`config.mk`:
```
export PLATFORM = sky130hd
export DESIGN_NAME = rle_palette_sprite_decoder
export DESIGN_NICKNAME = d
export VERILOG_FILES = /design/src/rps_pkg.sv /design/src/rps_front.sv /design/src/rps_queue.sv /design/src/rps_back.sv /design/src/rle_palette_sprite_decoder.sv
export SDC_FILE = /design/constraint.sdc
export NUM_CORES = 2
export LEC_CHECK = 0
export BUFFER_PORTS_ARGS = -buffer_cell sky130_fd_sc_hd__buf_2
export CAP_MARGIN = 20
export CORE_MARGIN = 4
export CORE_UTILIZATION = 25
export CTS_BUF_LIST = sky130_fd_sc_hd__clkbuf_4
export DETAILED_ROUTE_END_ITERATION = 12
export GPL_TIMING_DRIVEN = 0
export MAX_ROUTING_LAYER = met4
export RECOVER_POWER = 25
export REMOVE_ABC_BUFFERS = 1
export SETUP_SLACK_MARGIN = 0.2
export SLEW_MARGIN = 20
export SYNTH_ARGS = -nofsm -noshare
export SYNTH_HDL_FRONTEND = slang
export SYNTH_MEMORY_MAX_BITS = 65536
export SYNTH_SLANG_ARGS = --single-unit
```
`constraint.sdc`:
```
create_clock -name clock -period 4.4 [get_ports clock]
set_input_delay 0.66 -clock clock [delete_from_list [all_inputs] [get_ports clock]]
set_output_delay 0.66 -clock clock [all_outputs]
set_load 0.02 [all_outputs]
```
`src/rps_pkg.sv`:
```
// Shared types and constants for the run-length palette sprite decoder.
// Used by every module under src; depends on nothing.
package rps_pkg;

   localparam int PALETTE_ENTRIES = 256;

   // Depth of the command queue between parser and pixel back end.
   localparam int QUEUE_DEPTH = 4;
   localparam int QPTR_W      = $clog2(QUEUE_DEPTH);
   localparam int QCNT_W      = $clog2(QUEUE_DEPTH + 1);

   // Request commands
   localparam logic [1:0] CMD_STREAM  = 2'd0;
   localparam logic [1:0] CMD_PAL_WR  = 2'd1;
   localparam logic [1:0] CMD_RESTART = 2'd2;

   // Register indexes on the csr port
   localparam logic CSR_TRANSPARENT = 1'b0;
   localparam logic CSR_SEMI        = 1'b1;

   localparam logic [7:0] TRANSPARENT_RESET = 8'd0;
   localparam logic [7:0] SEMI_RESET        = 8'd1;

   localparam logic [7:0] ALPHA_CLEAR  = 8'd0;
   localparam logic [7:0] ALPHA_SEMI   = 8'd127;
   localparam logic [7:0] ALPHA_OPAQUE = 8'd255;

   typedef enum logic [4:0] {
      MODE_CODE   = 5'b00001,
      MODE_TCOUNT = 5'b00010,
      MODE_SCOUNT = 5'b00100,
      MODE_SIDX   = 5'b01000,
      MODE_OIDX   = 5'b10000
   } parse_mode_type;

   typedef enum logic [1:0] {
      OP_WRITE = 2'b00,
      OP_PIXEL = 2'b01,
      OP_CLEAR = 2'b10
   } op_type;

   // One queued operation for the back end
   typedef struct packed {
      op_type      op;
      logic [7:0]  addr;
      logic [15:0] color;
      logic [7:0]  alpha;
      logic [7:0]  repeat_cnt;
   } q_entry_type;

endpackage

```
`src/rps_front.sv`:
```
// Stream parser: holds the code registers and parse state, turns each
// accepted request into at most one queued operation. Depends on rps_pkg.
module rps_front (
   input  logic                clock,
   input  logic                reset,
   input  logic                csr_valid,
   input  logic                csr_index,
   input  logic [7:0]          csr_data,
   input  logic                accept,
   input  logic [1:0]          cmd,
   input  logic [7:0]          data_byte,
   input  logic [7:0]          palette_slot,
   input  logic [15:0]         palette_color,
   output logic                push,
   output rps_pkg::q_entry_type push_entry
);

   logic [7:0]              transparent_code_ff;
   logic [7:0]              semi_code_ff;
   rps_pkg::parse_mode_type mode_ff, mode_in;
   logic [7:0]              run_left_ff, run_left_in;
   logic                    push_in;
   rps_pkg::q_entry_type    entry_in;

   always_ff @(posedge clock) begin
      if (reset) begin
         transparent_code_ff <= rps_pkg::TRANSPARENT_RESET;
         semi_code_ff        <= rps_pkg::SEMI_RESET;
      end else if (csr_valid) begin
         case (csr_index)
            rps_pkg::CSR_TRANSPARENT: transparent_code_ff <= csr_data;
            rps_pkg::CSR_SEMI:        semi_code_ff        <= csr_data;
            default: ;
         endcase
      end
   end

   always_comb begin
      mode_in             = mode_ff;
      run_left_in         = run_left_ff;
      push_in             = 1'b0;
      entry_in.op         = rps_pkg::OP_PIXEL;
      entry_in.addr       = data_byte;
      entry_in.color      = palette_color;
      entry_in.alpha      = rps_pkg::ALPHA_OPAQUE;
      entry_in.repeat_cnt = 8'd1;
      case (cmd)
         rps_pkg::CMD_PAL_WR: begin
            push_in       = 1'b1;
            entry_in.op   = rps_pkg::OP_WRITE;
            entry_in.addr = palette_slot;
         end
         rps_pkg::CMD_RESTART: begin
            mode_in     = rps_pkg::MODE_CODE;
            run_left_in = 8'd0;
         end
         rps_pkg::CMD_STREAM: begin
            case (mode_ff)
               rps_pkg::MODE_TCOUNT: begin
                  mode_in = rps_pkg::MODE_CODE;
                  if (data_byte != 8'd0) begin
                     push_in             = 1'b1;
                     entry_in.op         = rps_pkg::OP_CLEAR;
                     entry_in.alpha      = rps_pkg::ALPHA_CLEAR;
                     entry_in.repeat_cnt = data_byte;
                  end
               end
               rps_pkg::MODE_SCOUNT: begin
                  run_left_in = data_byte;
                  mode_in = (data_byte == 8'd0) ? rps_pkg::MODE_CODE : rps_pkg::MODE_SIDX;
               end
               rps_pkg::MODE_SIDX, rps_pkg::MODE_OIDX: begin
                  push_in        = 1'b1;
                  entry_in.alpha = (mode_ff == rps_pkg::MODE_SIDX) ?
                                   rps_pkg::ALPHA_SEMI : rps_pkg::ALPHA_OPAQUE;
                  run_left_in    = run_left_ff - 8'd1;
                  if (run_left_ff == 8'd1) begin
                     mode_in = rps_pkg::MODE_CODE;
                  end
               end
               default: begin
                  if (data_byte == transparent_code_ff) begin
                     mode_in = rps_pkg::MODE_TCOUNT;
                  end else if (data_byte == semi_code_ff) begin
                     mode_in = rps_pkg::MODE_SCOUNT;
                  end else begin
                     run_left_in = data_byte;
                     mode_in = (data_byte == 8'd0) ? rps_pkg::MODE_CODE :
                                                     rps_pkg::MODE_OIDX;
                  end
               end
            endcase
         end
         default: ;
      endcase
   end

   always_ff @(posedge clock) begin
      if (reset) begin
         mode_ff     <= rps_pkg::MODE_CODE;
         run_left_ff <= 8'd0;
      end else if (accept) begin
         mode_ff     <= mode_in;
         run_left_ff <= run_left_in;
      end
   end

   assign push       = accept && push_in;
   assign push_entry = entry_in;

`ifndef ASSERT_OFF
   a_run_nonzero: assert property (@(posedge clock) disable iff (reset)
      (mode_ff == rps_pkg::MODE_SIDX || mode_ff == rps_pkg::MODE_OIDX) |-> run_left_ff != 8'd0)
      else $error("index run active with nothing left");
`endif

endmodule

```
`src/rps_queue.sv`:
```
// Short command queue between parser and back end.
// Depends on rps_pkg for the entry type and depth.
module rps_queue (
   input  logic                 clock,
   input  logic                 reset,
   input  logic                 push,
   input  rps_pkg::q_entry_type push_entry,
   output logic                 full,
   output logic                 head_valid,
   output rps_pkg::q_entry_type head_entry,
   input  logic                 pop
);

   rps_pkg::q_entry_type             slots_ff [rps_pkg::QUEUE_DEPTH];
   logic [rps_pkg::QPTR_W-1:0]       wr_ptr_ff, rd_ptr_ff;
   logic [rps_pkg::QCNT_W-1:0]       count_ff;

   always_ff @(posedge clock) begin
      if (push) begin
         slots_ff[wr_ptr_ff] <= push_entry;
      end
   end

   always_ff @(posedge clock) begin
      if (reset) begin
         wr_ptr_ff <= '0;
         rd_ptr_ff <= '0;
         count_ff  <= '0;
      end else begin
         if (push) wr_ptr_ff <= wr_ptr_ff + 1'b1;
         if (pop)  rd_ptr_ff <= rd_ptr_ff + 1'b1;
         if (push && !pop)      count_ff <= count_ff + 1'b1;
         else if (pop && !push) count_ff <= count_ff - 1'b1;
      end
   end

   assign full       = (count_ff == rps_pkg::QCNT_W'(rps_pkg::QUEUE_DEPTH));
   assign head_valid = (count_ff != '0);
   assign head_entry = slots_ff[rd_ptr_ff];

`ifndef ASSERT_OFF
   a_no_overflow: assert property (@(posedge clock) disable iff (reset)
      push |-> !full)
      else $error("queue push while full");
   a_no_underflow: assert property (@(posedge clock) disable iff (reset)
      pop |-> head_valid)
      else $error("queue pop while empty");
`endif

endmodule

```
`src/rps_back.sv`:
```
// Back end: palette memory, registered lookup and output register.
// Depends on rps_pkg for the queue entry type and alpha constants.
module rps_back #(
   parameter int PALETTE_ENTRIES = rps_pkg::PALETTE_ENTRIES
) (
   input  logic                 clock,
   input  logic                 reset,
   input  logic                 head_valid,
   input  rps_pkg::q_entry_type head_entry,
   output logic                 pop,
   output logic                 rsp_valid,
   input  logic                 rsp_stall,
   output logic [7:0]           rsp_red,
   output logic [7:0]           rsp_green,
   output logic [7:0]           rsp_blue,
   output logic [7:0]           rsp_alpha,
   output logic [7:0]           rsp_repeat_res
);

   localparam int AW = (PALETTE_ENTRIES > 1) ? $clog2(PALETTE_ENTRIES) : 1;

   logic [15:0] palette_mem [PALETTE_ENTRIES];
   logic [15:0] rd_data_ff;
   logic        s1_valid_ff, s1_valid_in;
   logic        s1_hit_ff;
   logic [7:0]  s1_alpha_ff, s1_repeat_ff;
   logic        out_free, s1_free, in_range, is_write;
   logic [15:0] color;

   logic        rsp_valid_ff;
   logic [7:0]  red_ff, green_ff, blue_ff, alpha_ff, repeat_ff;

   assign in_range = ({1'b0, head_entry.addr} < 9'(PALETTE_ENTRIES));
   assign is_write = (head_entry.op == rps_pkg::OP_WRITE);
   assign out_free = !rsp_valid_ff || !rsp_stall;
   assign s1_free  = !s1_valid_ff || out_free;
   assign pop      = head_valid && s1_free;

   always_ff @(posedge clock) begin
      if (pop && is_write && in_range) begin
         palette_mem[head_entry.addr[AW-1:0]] <= head_entry.color;
      end
      if (pop && !is_write) begin
         rd_data_ff   <= palette_mem[head_entry.addr[AW-1:0]];
         s1_hit_ff    <= (head_entry.op == rps_pkg::OP_PIXEL) && in_range;
         s1_alpha_ff  <= head_entry.alpha;
         s1_repeat_ff <= head_entry.repeat_cnt;
      end
   end

   always_comb begin
      if (pop) begin
         s1_valid_in = !is_write;
      end else begin
         s1_valid_in = s1_valid_ff && !out_free;
      end
   end

   // Unlit or transparent pixels read as colour zero
   assign color = s1_hit_ff ? rd_data_ff : 16'd0;

   always_ff @(posedge clock) begin
      if (reset) begin
         s1_valid_ff  <= 1'b0;
         rsp_valid_ff <= 1'b0;
      end else begin
         s1_valid_ff <= s1_valid_in;
         if (out_free) begin
            rsp_valid_ff <= s1_valid_ff;
         end
      end
   end

   always_ff @(posedge clock) begin
      if (out_free && s1_valid_ff) begin
         red_ff    <= {color[15:11], 3'b000};
         green_ff  <= {color[10:5], 2'b00};
         blue_ff   <= {color[4:0], 3'b000};
         alpha_ff  <= s1_alpha_ff;
         repeat_ff <= s1_repeat_ff;
      end
   end

   assign rsp_valid      = rsp_valid_ff;
   assign rsp_red        = red_ff;
   assign rsp_green      = green_ff;
   assign rsp_blue       = blue_ff;
   assign rsp_alpha      = alpha_ff;
   assign rsp_repeat_res = repeat_ff;

`ifndef ASSERT_OFF
   a_write_no_pixel: assert property (@(posedge clock) disable iff (reset)
      (pop && is_write) |=> !s1_valid_ff)
      else $error("palette write produced a pixel");
   a_stage_held: assert property (@(posedge clock) disable iff (reset)
      (s1_valid_ff && !out_free) |=> s1_valid_ff)
      else $error("lookup stage dropped a pixel under stall");
`endif

endmodule

```
`src/rle_palette_sprite_decoder.sv`:
```
// Run-length palette sprite decoder: one request beat per cycle when not stalled.
// A pixel reaches rsp through the queue slot, the palette read register and the output register.
// Throughput is set by the single palette port: one lookup or write per cycle while rsp is not stalled.
// The four-entry queue absorbs rsp stalls; req_stall rises only when it is full.
// Synchronous active-high reset clears parse state, codes and queue; palette is kept
// undefined until written.
module rle_palette_sprite_decoder #(
   parameter int PALETTE_ENTRIES = rps_pkg::PALETTE_ENTRIES
) (
   input  logic        clock,
   input  logic        reset,
   input  logic        csr_valid,
   output logic        csr_ready,
   input  logic        csr_index,
   input  logic [7:0]  csr_data,
   input  logic        req_valid,
   output logic        req_stall,
   input  logic [1:0]  req_cmd,
   input  logic [7:0]  req_data_byte,
   input  logic [7:0]  req_palette_slot,
   input  logic [15:0] req_palette_color,
   output logic        rsp_valid,
   input  logic        rsp_stall,
   output logic [7:0]  rsp_red,
   output logic [7:0]  rsp_green,
   output logic [7:0]  rsp_blue,
   output logic [7:0]  rsp_alpha,
   output logic [7:0]  rsp_repeat_res
);

   logic                 accept, push, full, head_valid, pop;
   rps_pkg::q_entry_type push_entry, head_entry;

   assign csr_ready = 1'b1;
   assign req_stall = full;
   assign accept    = req_valid && !full;

   rps_front u_front (
      .clock         (clock),
      .reset         (reset),
      .csr_valid     (csr_valid),
      .csr_index     (csr_index),
      .csr_data      (csr_data),
      .accept        (accept),
      .cmd           (req_cmd),
      .data_byte     (req_data_byte),
      .palette_slot  (req_palette_slot),
      .palette_color (req_palette_color),
      .push          (push),
      .push_entry    (push_entry)
   );

   rps_queue u_queue (
      .clock      (clock),
      .reset      (reset),
      .push       (push),
      .push_entry (push_entry),
      .full       (full),
      .head_valid (head_valid),
      .head_entry (head_entry),
      .pop        (pop)
   );

   rps_back #(
      .PALETTE_ENTRIES (PALETTE_ENTRIES)
   ) u_back (
      .clock          (clock),
      .reset          (reset),
      .head_valid     (head_valid),
      .head_entry     (head_entry),
      .pop            (pop),
      .rsp_valid      (rsp_valid),
      .rsp_stall      (rsp_stall),
      .rsp_red        (rsp_red),
      .rsp_green      (rsp_green),
      .rsp_blue       (rsp_blue),
      .rsp_alpha      (rsp_alpha),
      .rsp_repeat_res (rsp_repeat_res)
   );

endmodule

```
==> out/qor.log <==
INFO  timing         worstMarginPinSlew=1.99ns
INFO  pwr            power_per_cell_area=602mW/mm2
INFO  pwr            pwr-share-clk=25.4%
INFO  drt            wl_met1=204mm
INFO  clock_network  cts_tree=built
INFO  drt            drt_iter0_drcs=12,572
INFO  layout         post_route_cells_drive_above_1_share=25.4%
INFO  worst_setup_path crit_fanout=15
INFO  timing         timing.clock.skew=0.132ns
INFO  floorplan      total_number_of_placement_rows=303
INFO  drt            detailroute.wirelength.met2=225mm
INFO  synthesis      synth_seq_cells=4,333
INFO  pwr            ir_worst_vdd=0.409mV
INFO  pwr            power_report.internal_total=82.3mW
INFO  timing         maxSlewViolCount=175
INFO  worst_setup_path cp_data_required_time=5.93ns
INFO  place          portbufs=81
INFO  floorplan      die_height=835um
INFO  worst_setup_path cp.arrival=6.41ns
INFO  drt            drc_errors=0
INFO  timing         rsz0062_at_grt=yes
INFO  timing         final_critical_path_setup_slack=-0.471ns
INFO  outcome        violated_checks=capacitance limit, slew limit, setup timing
INFO  synthesis      synth-main-ff-cell=sky130_fd_sc_hd__edfxtp_1
INFO  place          place.detailed.instances=19,618
INFO  timing         final_min_period_over_clock_period=111%
INFO  synthesis      post-synth-top-area-cell=sky130_fd_sc_hd__edfxtp_1
INFO  layout         final_cell_mix=sky130_fd_sc_hd__edfxtp_1 (4,293), sky130_fd_sc_hd__nand2_1 (1,888), sky130_fd_sc_hd__clkbuf_4 (1,570)
INFO  clock_network  cts-root-buf=sky130_fd_sc_hd__clkbuf_4
INFO  drt            met3_length=48.8mm
INFO  synthesis      synth_sequential_area_ratio=75.9%
INFO  synthesis      synth-edff-count=4,293
INFO  layout         layout.nets=12,224
INFO  timing         timing.slew.headroom=-32.7%
INFO  global_routing first_global_vias=99,355
INFO  floorplan      initial_core_util=25.1%
INFO  synthesis      synth.top_cells.by_area=sky130_fd_sc_hd__edfxtp_1 (75%), sky130_fd_sc_hd__mux2i_1 (7.5%), sky130_fd_sc_hd__nand2_1 (4.2%), sky130_fd_sc_hd__mux4_2 (3.1%), sky130_fd_sc_hd__a21oi_1 (1.8%)
INFO  pwr            power_frac_comb=34.2%
INFO  place          pre_cts_slack=-2.61ns
INFO  drt            avgRoutedWirePerCell=22.7um
INFO  worst_setup_path cp-end-kind=flop
INFO  layout         layout_stage_area_growth_over_the_synthesis_result=22.5%
INFO  hold_path      min-delay-path-class=in -> reg
INFO  pwr            power_switching=43.7mW
INFO  clock_network  cts.sink_count=4,333
INFO  place          place.detailed.hpwl=282mm
INFO  clock_network  cts-root-to-sink-buffers=5
INFO  timing         hold_ws=0.196ns
INFO  synthesis      synth-async-reset-ratio=0%
INFO  floorplan      die_x=835um
INFO  timing         report.final.hold_viol_count=0
INFO  synthesis      synthesis.area_per_instance=15.9um2
INFO  drt            totalWireLength=495mm
INFO  synthesis      postSynthCellCount=10,725
INFO  global_routing grt_ovf=0
INFO  synthesis      synth.top_cell.area_share=75.5%
INFO  drt            postRouteAntennaNets=0
INFO  drt            num_vias=102,949
INFO  synthesis      synthesis.yosys.warnings=0
INFO  timing         timing.final.crit_period=4.87ns
INFO  timing         timing.final.setup_violations=551
INFO  floorplan      core_area=0.681mm2
INFO  place          globalplace.congestion=0.771
INFO  synthesis      netlist-cell-type-count=55
INFO  worst_setup_path start_kind=flop
INFO  clock_network  worst_setup_hold_path_clk_slew=0.07ns
INFO  layout         layout.cells.most_common=sky130_fd_sc_hd__edfxtp_1
INFO  timing         max_freq=205MHz
INFO  global_routing grt_first_pass_wirelength=698mm
INFO  timing         fin_setup_tns=-38.87ns
INFO  floorplan      die_area=0.697mm2
INFO  hold_path      hold_path_startpoint=req_data_byte[7]
INFO  clock_network  later_pin_clock_latency_in_the_skew_report=1.72ns
INFO  drt            topRoutingLayerUsed=met4
INFO  global_routing antenna_found_initial=30
INFO  worst_setup_path critical_path_class=reg -> reg
INFO  pwr            power.share.switching=34.7%
INFO  job            maxCapViolations=4
INFO  global_routing grt_util_all_layers=14.1%
INFO  floorplan      ios=91
INFO  clock_network  cts_made_buffers=1,135
INFO  layout         stdcell_count=21,764
INFO  pwr            total_leakage_power=71.2nW
INFO  pwr            power.share.sequential=40.4%
INFO  global_routing grt_max_degree=104
INFO  outcome        run_status=finished, violations left
INFO  drt            first_pass_iteration_count_of_the_detailed_router=7
INFO  drt            via_per_inst=4.73
INFO  clock_network  cts_htree_levels=7
INFO  synthesis      netlist_area=0.171mm2
INFO  pwr            total_power=126mW
-- final cells by class --
cell class,instances,area [um2]
Clock inverter,150,731
Inverter,11,41.3
Antenna cell,31,77.6
Timing Repair Buffer,941,14200
Tap cell,8997,11300
Sequential cell,4333,130000
Fill cell,66187,472000
Clock buffer,1555,11700
Multi-Input combinational cell,5746,41400
-- power by group through the flow --
stage	Clock, mW	Combinational (mW)	Sequential, mW
floorplan	0	18.3	52.4
finish	32.0	43.1	50.9
global route	34.9	44.8	50.9
global placement	0	26.0	53.5
CTS	32.7	42.2	50.8
detailed placement	0	35.9	51.8
-- sequential cells by signal, summed over array words and instances, names as in the netlist, 2 cells and up, named ones only --
signal	cells
u_front.semi_code_ff	8
u_back.rsp_red	5
u_queue.slots_ff	144
u_front.mode_ff	5
u_back.s1_alpha_ff	2
u_queue.rd_ptr_ff	2
u_back.s1_repeat_ff	8
u_back.rd_data_ff	16
u_front.transparent_code_ff	8
u_queue.count_ff	3
u_back.palette_mem	4096
u_front.run_left_ff	8
u_back.rsp_green	6
u_back.rsp_alpha	2
u_back.rsp_blue	5
u_queue.wr_ptr_ff	2
u_back.rsp_repeat_res	8
-- stage by stage --
step           util, %  instance area (um2)
4_1_cts           30.6               208000
5_1_grt           30.7               209000
6_report          30.7               209000
3_3_place_gp      26.4               180000
3_5_place_dp      27.8               189000
2_1_floorplan        -               168000
-- synthesized netlist by cell type, types with 2 or more instances --
cell,instances
sky130_fd_sc_hd__buf_6,14
sky130_fd_sc_hd__mux2_2,29
sky130_fd_sc_hd__or4_1,111
sky130_fd_sc_hd__a211oi_1,85
sky130_fd_sc_hd__a22o_1,15
sky130_fd_sc_hd__buf_4,45
sky130_fd_sc_hd__conb_1,2
sky130_fd_sc_hd__o21ai_1,15
sky130_fd_sc_hd__o221a_1,15
sky130_fd_sc_hd__a31oi_1,90
sky130_fd_sc_hd__edfxtp_1,4293
sky130_fd_sc_hd__nand4_1,33
sky130_fd_sc_hd__dfxtp_1,40
sky130_fd_sc_hd__clkbuf_1,290
sky130_fd_sc_hd__nor4_1,87
sky130_fd_sc_hd__and2_0,17
sky130_fd_sc_hd__a221oi_1,15
sky130_fd_sc_hd__and2_1,34
sky130_fd_sc_hd__mux2i_1,1272
sky130_fd_sc_hd__or2_2,3
sky130_fd_sc_hd__a211o_1,3
sky130_fd_sc_hd__nor3_1,40
sky130_fd_sc_hd__nand2_1,1932
sky130_fd_sc_hd__buf_1,92
sky130_fd_sc_hd__nor2b_1,70
sky130_fd_sc_hd__nand2b_1,4
sky130_fd_sc_hd__o22ai_1,87
sky130_fd_sc_hd__inv_1,11
sky130_fd_sc_hd__nor2_1,325
sky130_fd_sc_hd__a21oi_1,611
sky130_fd_sc_hd__or3_1,6
sky130_fd_sc_hd__a21o_1,3
sky130_fd_sc_hd__xnor2_1,14
sky130_fd_sc_hd__and3_1,10
sky130_fd_sc_hd__o22a_1,15
sky130_fd_sc_hd__ha_1,7
sky130_fd_sc_hd__xor2_1,11
sky130_fd_sc_hd__nand3_1,472
sky130_fd_sc_hd__o21ai_0,41
sky130_fd_sc_hd__mux4_2,237
sky130_fd_sc_hd__buf_2,214
sky130_fd_sc_hd__nor3b_1,2
-- worst paths after layout --
kind / end / slack (ns) / cells after the start
max: u_back.rd_data_ff[4]$_DFFE_PP_ / -0.47 / 11
min: u_front.mode_ff[2]$_SDFFE_PP0P_ / 0.20 / 9
max reg2reg: u_back.rd_data_ff[4]$_DFFE_PP_ / -0.47 / 11
min reg2reg: u_back.rsp_repeat_res[1]$_DFFE_PP_ / 0.43 / 0
-- timing repair --
item                                    CTS  global route
setup endpoints to repair              4112          1877
resized for setup                       341           131
setup buffers                           116            62
endpoints found under the hold margin   348             0
pin swaps                                72            61
cloned                                   92            13
hold buffers                            125             0
-- worst max-delay path: stages, from the launching register on --
cell and delay, ns:
sky130_fd_sc_hd__dfxtp_4 0.37, sky130_fd_sc_hd__buf_4 0.14, sky130_fd_sc_hd__buf_12 0.14, sky130_fd_sc_hd__buf_4 0.13
sky130_fd_sc_hd__mux4_2 0.48, sky130_fd_sc_hd__nor2b_2 0.37, sky130_fd_sc_hd__buf_6 0.25, sky130_fd_sc_hd__nand2_1 0.67
sky130_fd_sc_hd__nor4_1 1.04, sky130_fd_sc_hd__nand3_2 0.31, sky130_fd_sc_hd__nand4_1 0.44, sky130_fd_sc_hd__or4_4 0.30
-- routing by layer --
layer  track usage (%)  up-vias
met1              18.7    52062
met5                 -        -
met2              20.9     5461
met3              3.30      952
met4              5.50        0
li1                  -    44474
-- logic make-up (layout without fill, tap and decap cells) --
kind of cell	after synthesis	in the layout	share of synthesized area, %
XOR/XNOR	25	25	0.128
flip-flops	4333	4333	75.9
other	2	40	0.00440
AND/OR/NAND/NOR	3148	3152	7.93
adder cells (fa/ha/maj)	8	8	0.0630
multiplexers	1538	1547	10.8
buffers and inverters	666	2657	1.78
AO/OA/AOI/OAI	1005	1005	3.38
(Power assumes the default switching activity.)
